### src/des_pkg.sv
`timescale 1ns / 1ps
// ----------------------------------------------------------------------------
// des_pkg
// tables, stage payload type and permutation helpers for the des pipeline
// ----------------------------------------------------------------------------
package des_pkg;

  localparam int NumRounds = 16;

  // payload carried from one round cell to the next
  typedef struct packed {
    logic        dec;
    logic [31:0] l;
    logic [31:0] r;
    logic [55:0] cd;
  } des_stage_t;

  localparam logic [6:0] IP_TAB [64] = '{
    58,50,42,34,26,18,10,2, 60,52,44,36,28,20,12,4,
    62,54,46,38,30,22,14,6, 64,56,48,40,32,24,16,8,
    57,49,41,33,25,17,9,1,  59,51,43,35,27,19,11,3,
    61,53,45,37,29,21,13,5, 63,55,47,39,31,23,15,7};

  localparam logic [6:0] FP_TAB [64] = '{
    40,8,48,16,56,24,64,32, 39,7,47,15,55,23,63,31,
    38,6,46,14,54,22,62,30, 37,5,45,13,53,21,61,29,
    36,4,44,12,52,20,60,28, 35,3,43,11,51,19,59,27,
    34,2,42,10,50,18,58,26, 33,1,41,9,49,17,57,25};

  localparam logic [5:0] E_TAB [48] = '{
    32,1,2,3,4,5, 4,5,6,7,8,9, 8,9,10,11,12,13, 12,13,14,15,16,17,
    16,17,18,19,20,21, 20,21,22,23,24,25, 24,25,26,27,28,29, 28,29,30,31,32,1};

  localparam logic [5:0] P_TAB [32] = '{
    16,7,20,21,29,12,28,17, 1,15,23,26,5,18,31,10,
    2,8,24,14,32,27,3,9, 19,13,30,6,22,11,4,25};

  localparam logic [6:0] PC1_TAB [56] = '{
    57,49,41,33,25,17,9,1, 58,50,42,34,26,18,10,2,
    59,51,43,35,27,19,11,3, 60,52,44,36,63,55,47,39,
    31,23,15,7,62,54,46,38, 30,22,14,6,61,53,45,37,
    29,21,13,5,28,20,12,4};

  localparam logic [5:0] PC2_TAB [48] = '{
    14,17,11,24,1,5,3,28, 15,6,21,10,23,19,12,4,
    26,8,16,7,27,20,13,2, 41,52,31,37,47,55,30,40,
    51,45,33,48,44,49,39,56, 34,53,46,42,50,36,29,32};

  localparam logic [1:0] ROT_TAB [NumRounds] = '{1,1,2,2,2,2,2,2,1,2,2,2,2,2,2,1};

  // s-boxes, entry [row * 16 + column]
  localparam logic [3:0] SBOX_TAB [8][64] = '{
    '{14,4,13,1,2,15,11,8,3,10,6,12,5,9,0,7,
      0,15,7,4,14,2,13,1,10,6,12,11,9,5,3,8,
      4,1,14,8,13,6,2,11,15,12,9,7,3,10,5,0,
      15,12,8,2,4,9,1,7,5,11,3,14,10,0,6,13},
    '{15,1,8,14,6,11,3,4,9,7,2,13,12,0,5,10,
      3,13,4,7,15,2,8,14,12,0,1,10,6,9,11,5,
      0,14,7,11,10,4,13,1,5,8,12,6,9,3,2,15,
      13,8,10,1,3,15,4,2,11,6,7,12,0,5,14,9},
    '{10,0,9,14,6,3,15,5,1,13,12,7,11,4,2,8,
      13,7,0,9,3,4,6,10,2,8,5,14,12,11,15,1,
      13,6,4,9,8,15,3,0,11,1,2,12,5,10,14,7,
      1,10,13,0,6,9,8,7,4,15,14,3,11,5,2,12},
    '{7,13,14,3,0,6,9,10,1,2,8,5,11,12,4,15,
      13,8,11,5,6,15,0,3,4,7,2,12,1,10,14,9,
      10,6,9,0,12,11,7,13,15,1,3,14,5,2,8,4,
      3,15,0,6,10,1,13,8,9,4,5,11,12,7,2,14},
    '{2,12,4,1,7,10,11,6,8,5,3,15,13,0,14,9,
      14,11,2,12,4,7,13,1,5,0,15,10,3,9,8,6,
      4,2,1,11,10,13,7,8,15,9,12,5,6,3,0,14,
      11,8,12,7,1,14,2,13,6,15,0,9,10,4,5,3},
    '{12,1,10,15,9,2,6,8,0,13,3,4,14,7,5,11,
      10,15,4,2,7,12,9,5,6,1,13,14,0,11,3,8,
      9,14,15,5,2,8,12,3,7,0,4,10,1,13,11,6,
      4,3,2,12,9,5,15,10,11,14,1,7,6,0,8,13},
    '{4,11,2,14,15,0,8,13,3,12,9,7,5,10,6,1,
      13,0,11,7,4,9,1,10,14,3,5,12,2,15,8,6,
      1,4,11,13,12,3,7,14,10,15,6,8,0,5,9,2,
      6,11,13,8,1,4,10,7,9,5,0,15,14,2,3,12},
    '{13,2,8,4,6,15,11,1,10,9,3,14,5,0,12,7,
      1,15,13,8,10,3,7,4,12,5,6,11,0,14,9,2,
      7,11,4,1,9,12,14,2,0,6,10,13,15,3,5,8,
      2,1,14,7,4,10,8,13,15,12,9,0,3,5,6,11}};

  // table entry n names standard bit n, which is vector bit (width - n)
  function automatic logic [63:0] perm_ip(input logic [63:0] din);
    logic [63:0] dout;
    for (int i = 0; i < 64; i++) dout[63 - i] = din[64 - int'(IP_TAB[i])];
    return dout;
  endfunction

  function automatic logic [63:0] perm_fp(input logic [63:0] din);
    logic [63:0] dout;
    for (int i = 0; i < 64; i++) dout[63 - i] = din[64 - int'(FP_TAB[i])];
    return dout;
  endfunction

  function automatic logic [47:0] perm_e(input logic [31:0] din);
    logic [47:0] dout;
    for (int i = 0; i < 48; i++) dout[47 - i] = din[32 - int'(E_TAB[i])];
    return dout;
  endfunction

  function automatic logic [31:0] perm_p(input logic [31:0] din);
    logic [31:0] dout;
    for (int i = 0; i < 32; i++) dout[31 - i] = din[32 - int'(P_TAB[i])];
    return dout;
  endfunction

  function automatic logic [55:0] perm_pc1(input logic [63:0] din);
    logic [55:0] dout;
    for (int i = 0; i < 56; i++) dout[55 - i] = din[64 - int'(PC1_TAB[i])];
    return dout;
  endfunction

  function automatic logic [47:0] perm_pc2(input logic [55:0] din);
    logic [47:0] dout;
    for (int i = 0; i < 48; i++) dout[47 - i] = din[56 - int'(PC2_TAB[i])];
    return dout;
  endfunction

  // eight s-box lookups, outer bits pick the row
  function automatic logic [31:0] sbox_all(input logic [47:0] din);
    logic [31:0] dout;
    logic [5:0]  six;
    for (int j = 0; j < 8; j++) begin
      six = din[47 - 6 * j -: 6];
      dout[31 - 4 * j -: 4] = SBOX_TAB[j][{six[5], six[0], six[4:1]}];
    end
    return dout;
  endfunction

  function automatic logic [27:0] rotl28(input logic [27:0] v, input logic [1:0] n);
    return (n == 2'd2) ? {v[25:0], v[27:26]} : {v[26:0], v[27]};
  endfunction

  function automatic logic [27:0] rotr28(input logic [27:0] v, input logic [1:0] n);
    return (n == 2'd2) ? {v[1:0], v[27:2]} : {v[0], v[27:1]};
  endfunction

endpackage

### src/des_round_cell.sv
`timescale 1ns / 1ps
// ----------------------------------------------------------------------------
// des_round_cell
// one feistel round with its own key schedule step, registered output
// ----------------------------------------------------------------------------
module des_round_cell (
  input  logic                clk,
  input  logic                rst,
  input  logic [3:0]          stage,
  input  logic                in_vld,
  output logic                in_rdy,
  input  des_pkg::des_stage_t in_data,
  output logic                out_vld,
  input  logic                out_rdy,
  output des_pkg::des_stage_t out_data
);
  import des_pkg::*;

  logic [1:0]  rot;
  logic [55:0] cd_enc;
  logic [55:0] cd_dec;
  logic [47:0] subkey;
  logic [31:0] f_out;
  des_stage_t  data_next;

  always_comb begin
    // decryption walks the schedule backwards
    rot    = in_data.dec ? ROT_TAB[4'd15 - stage] : ROT_TAB[stage];
    cd_enc = {rotl28(in_data.cd[55:28], rot), rotl28(in_data.cd[27:0], rot)};
    cd_dec = {rotr28(in_data.cd[55:28], rot), rotr28(in_data.cd[27:0], rot)};
    subkey = perm_pc2(in_data.dec ? in_data.cd : cd_enc);
    f_out  = perm_p(sbox_all(perm_e(in_data.r) ^ subkey));

    data_next.dec = in_data.dec;
    data_next.l   = in_data.r;
    data_next.r   = in_data.l ^ f_out;
    data_next.cd  = in_data.dec ? cd_dec : cd_enc;
  end

  assign in_rdy = !out_vld || out_rdy;

  always_ff @(posedge clk) begin
    if (rst) begin
      out_vld <= 1'b0;
    end else if (in_rdy) begin
      out_vld <= in_vld;
    end
  end

  always_ff @(posedge clk) begin
    if (in_vld && in_rdy) begin
      out_data <= data_next;
    end
  end

endmodule

### config.mk
export PLATFORM = sky130hd
export DESIGN_NAME = des_round_cell
export DESIGN_NICKNAME = d
export VERILOG_FILES = /design/src/des_pkg.sv /design/src/des_round_cell.sv
export SDC_FILE = /design/constraint.sdc
export NUM_CORES = 1
export LEC_CHECK = 0
export BUFFER_PORTS_ARGS = -buffer_cell sky130_fd_sc_hd__buf_4
export CORE_MARGIN = 2
export CORE_UTILIZATION = 55
export DETAILED_ROUTE_END_ITERATION = 7
export PLACE_DENSITY = 0.79
export SLEW_MARGIN = 5
export SYNTH_ARGS = -nofsm -noshare
export SYNTH_HDL_FRONTEND = slang
export SYNTH_SLANG_ARGS = --single-unit
### constraint.sdc
create_clock -name clk -period 13.4 [get_ports clk]
set_clock_uncertainty 0.1 [all_clocks]
set_input_delay 2.68 -clock clk [delete_from_list [all_inputs] [get_ports clk]]
set_output_delay 2.68 -clock clk [all_outputs]
set_load 0.02 [all_outputs]
### Word level (Yosys, flattened, before mapping)

Memories as Yosys holds them, arrays and structs flattened.
Index checks and enable logic that the tools add are counted.
Widths: inputs -> output; s select.

* order comparisons: 10
* multiply operators: 0
* shifts and indexed selects: 0
* eq/ne operators: 1
* divide/modulo/power cells: 0
* $add $sub $neg: 1
* bitwise logic cells: 12
* multiplexer cells: 27
* reductions and logical operators: 3

Operators by type and width (number)
* $mux 28: 4
* $mux 56: 2
* $mux 4: 16
* $ge 7x7->1 const B: 8
* $not 6->7: 8
* $xor 48x48->48: 1
* $xor 32x32->32: 1
* $ge 5x5->1 const B: 2
* $mux 2: 5
* $not 4->5: 2
* $sub 4x4->4 const A: 1
* $eq 2x2->1 const B: 1
* $logic_and 1x1->1: 1
* $logic_not 1->1: 1
* $logic_or 1x1->1: 1

* input port bits: 129
* latch bits: 0
* RAM bits: 0
* output and inout port bits: 123
* memories: 10
* register bits: 122
* ROM bits: 2112

Memory list
* (no name shown): depth 64, width 4, rd ports 1, clocked after Yosys merged registers in 0, write ports 0, line des_pkg.sv:129 `dout[31 - 4 * j -: 4] = SBOX_TAB[j][{six[5], six[0], six[4:1]}];`
* (no name shown): depth 64, width 4, rd ports 1, clocked after Yosys merged registers in 0, write ports 0, line des_pkg.sv:129
* (no name shown): depth 64, width 4, rd ports 1, clocked after Yosys merged registers in 0, write ports 0, line des_pkg.sv:129
* (no name shown): depth 64, width 4, rd ports 1, clocked after Yosys merged registers in 0, write ports 0, line des_pkg.sv:129
* (no name shown): depth 64, width 4, rd ports 1, clocked after Yosys merged registers in 0, write ports 0, line des_pkg.sv:129
* (no name shown): depth 64, width 4, rd ports 1, clocked after Yosys merged registers in 0, write ports 0, line des_pkg.sv:129
* +4 memories

### Logic depth before layout (Yosys ltp)

* depth after elaboration: 15
* depth in mapped cells: 17
* depth with buffers taken out: 13

### Worst setup path after synthesis

Ideal clock, no wire load.

* path type: input to register
* from: input out_rdy
* to: register out_data[0] (netlist bit), enable pin
* buffers on the path: 0
* path slack: 7.041 ns
* required time: 12.806 ns
* stages on the path: 2
* arrival: 5.765 ns
* cells stage by stage: nand2b_1 > and2_1

* word-level cells in the longest chain between the ends: 2

Ends and longest elaborated chain
* start: declaration: line des_round_cell.sv:14 `input logic out_rdy,`
* $logic_or 1x1->1: line des_round_cell.sv:40 `assign in_rdy = !out_vld || out_rdy;`
* $logic_and 1x1->1: line des_round_cell.sv:51 `if (in_vld && in_rdy) begin`
* end signal: assignment: line des_round_cell.sv:52 `out_data <= data_next;`
* end: declaration: line des_round_cell.sv:15 `output des_pkg::des_stage_t out_data`

No other way between the ends.
A chain may end at the register's enable or synchronous reset.

==> metrics.md <==
| Metric | Value |
|---|---|
| Slowest stage cell, crit path | `nand2b_1` |
| Most common cell after layout, fill and taps aside | `buf_4` |
| Fin util | `0.670` |
| Synth Instances | `1374` |
| Syn. warnings | `0` |
| Share of layout cells above drive strength 1 | `0.272` |
| Mux cell area share after synthesis | `0.128` |
| Hold Crit Class | `reg -> reg` |
| Hold Startpoint | `out_vld` |
| LEAKAGE | `6.17 nW` |
| Critical path cell sequence | `buf_4, buf_4, nand2b_1, a211o_1, a31oi_1, nor2_1, inv_1, ha_1, inv_1, a21oi_1, a2111oi_0, a311o_1, o211ai_2, xnor2_1` |
| # setup viols final | `0` |
| Largest family of logic cells by synthesized area | `compound AO/OA/AOI/OAI gates` |
| Post-synth EDFFs | `121` |
| Max VDD drop | `0.0787 mV` |
| Core Rows | `56` |
| CP required | `13480 ps` |
| Area of the core | `0.0235 mm^2` |
| DR WL/cell | `22.9 um` |
| R2r endpoint | `out_data[49]` |
| Synth Area in XOR/XNOR | `0.0494` |
| CTS tree | `built` |
| Worst hold stages | `2` |
| Top-Level Pins | `252` |
| Inserted Clock Buffers | `17` |
| Global placement routability congestion | `0.952` |
| Root buf cell | `clkbuf_16` |
| Syn_area_per_cell | `9.64 um^2` |
| Critical R2R Launch | `out_vld` |
| Period utilisation layout | `0.531` |
| Cell Area, Synth | `0.0132 mm^2` |
| Fin area | `0.0158 mm^2` |
| Vias in the first global route | `12.2k` |
| Fillers | `1926` |
| Reg2Reg Depth | `3` |
| Slowest Stage Delay on Critical Path | `890 ps` |
| Critical path endpoint category | `flop` |
| RSZ-0062 raised after global routing | `false` |
| 1st-iter DRT viols | `1622` |
| Main flop type after synthesis | `edfxtp_1` |
| Adder-cell share of the synthesized area | `0.0611` |
| Metal2 WL | `19900 um` |
| Post-synth cell types | `104` |
| DRC Markers | `0` |
| Post-DP Area | `0.0151 mm^2` |
| Final nets | `1758` |
| Wire length of the first global-routing pass | `68700 um` |
| Cts repair resizes | `0` |
| Commonest cells after routing, fill and taps aside | `buf_4, edfxtp_1, nor2_1` |
| Crit path max fanout | `92` |
| H-Tree Depth | `4` |
| Total gr overflow | `0` |
| Worst skew pair latency | `430 ps` |
| TritonRoute pass-1 iters | `6` |
| Compound-Gate Fraction of Synth Area | `0.270` |
| Final WL | `43600 um` |
| Metal-1 WL | `17700 um` |
| Clock transition at path regs | `50 ps` |
| DIE WIDTH | `159 um` |
| Die ar. | `0.0253 mm^2` |
| Slew Viols, Final | `0` |
| Share of the synthesized area in the top cell type | `0.274` |
| DIE HEIGHT | `159 um` |
| Synth-to-Final Area Change | `19.1%` |
| CTS Buffer Depth | `2` |
| Max-cap violations | `0` |
| Largest net degree at the start of global routing | `93` |
| PwrDens | `114 mW/mm^2` |
| # clock sinks | `122` |
| Status | `completed` |
| I/O Buffers | `251` |
| GRT Util Overall | `0.335` |
| Via Count | `13.2k` |
| Final hold vios | `0` |
| CP Launch Type | `primary input` |
| Total nets after synthesis | `1565` |
| Synth async-reset ratio | `0` |
| Routed wl met3 | `4830 um` |
| Min Tclk post-route | `7110 ps` |
| Vias per cell | `6.93` |
| DRT antenna net count | `0` |
| Post-DP HPWL | `31800 um` |
| Hold Buf Count CTS | `0` |
| Hold EP | `out_vld` |
| Crit path kind | `in -> reg` |
| Post-CTS Setup Bufs | `0` |
| Initial antenna violation count | `2` |
| Proportion of synthesized chip area in sequential cells | `0.276` |
| Register-to-register path setup slack | `10920 ps` |
| Top layer in use | `met4` |
| Achievable Freq | `141 MHz` |
| Worst EP arrival | `7200 ps` |
| Yosys reg bits | `122` |
| TNS Setup | `0 ps` |
| Initial Utilization | `0.563` |
| Area leader, netlist | `edfxtp_1` |
| Slew margin rel. | `0.291` |
| Synth area leaders | `edfxtp_1, mux4_2, ha_1` |
| Post-Synth Simple-Gate Area | `0.167` |
| Slew @ Worst Pin | `1050 ps` |
## critical path: cells and delay by family
family	cells	cell delay [ps]
XOR/XNOR	1	130
AND/OR/NAND/NOR	2	1650
AO/OA/AOI/OAI	6	1120
buffers and inverters	4	1170
adder cells (fa/ha/maj)	1	400
## report_power, final
group / switching, W / internal (W)
clock: 0.000194 / 0.000311
combinational: 0.000478 / 0.000314
sequential: 0.0000130 / 0.000480
total: 0.000685 / 0.00111
## worst max-delay path by stage
stage | startpoint | to | slack (ps) | cells after the start
floorplan | out_rdy | out_data[0] | 7040 | 2
global placement | in_data[120] | out_data[61] | 6070 | 14
detailed placement | in_data[120] | out_data[61] | 5980 | 14
CTS | in_data[120] | out_data[61] | 6430 | 14
global route | in_data[120] | out_data[61] | 5940 | 14
finish | in_data[120] | out_data[61] | 6290 | 14
## synthesized netlist by cell type, drive strengths merged, types with 20 or more instances
cell and number:
a211oi 65, o21ai 82, edfxtp 121, nor4 24
buf 59, clkbuf 24, xnor2 48, o211ai 55
and3 27, nand2 73, a21oi 51, nand3 40
nand2b 20, a211o 23, mux4 47, inv 55
mux2i 55, ha 62, nor3 40, nor2 88
## registers in the layout, indices dropped and copies added (netlist names)
signal and flops:
out_data 121, out_vld 1
## through the flow
stage	setup slack [ps]	cells	total power [W]	hold slack (ps)
floorplan	7040	1374	0.00105	629
global placement	6070	1867	0.00127	414
detailed placement	5980	1867	0.00127	432
CTS	6430	1899	0.00178	441
global route	5940	1900	0.00187	492
finish	6290	1901	0.00179	438
## final cells by class
class | count | area [um^2] | area share
antenna | 2 | 5.00 | 0.000317
clock buffer | 17 | 425 | 0.0270
clock inverter | 15 | 198 | 0.0125
inverter | 56 | 211 | 0.0134
multi-input combinational | 1113 | 8950 | 0.567
sequential | 122 | 3650 | 0.232
tap | 319 | 399 | 0.0253
timing repair buffer | 257 | 1930 | 0.122
## layer usage
layer | GRT usage | up-vias
li1 | - | 5911
met1 | 0.474 | 6250
met4 | 0.0988 | 0
met3 | 0.0768 | 99
met5 | 0 | -
met2 | 0.516 | 922
## cells by family after synthesis
logic type      count (synthesis)
compound gates                476
xor+xnor                       68
fa+ha+maj                      65
buf+inv                       139
flops                         122
mux                           108
simple gates                  396
Note: power is estimated with default switching activity, not from simulation.
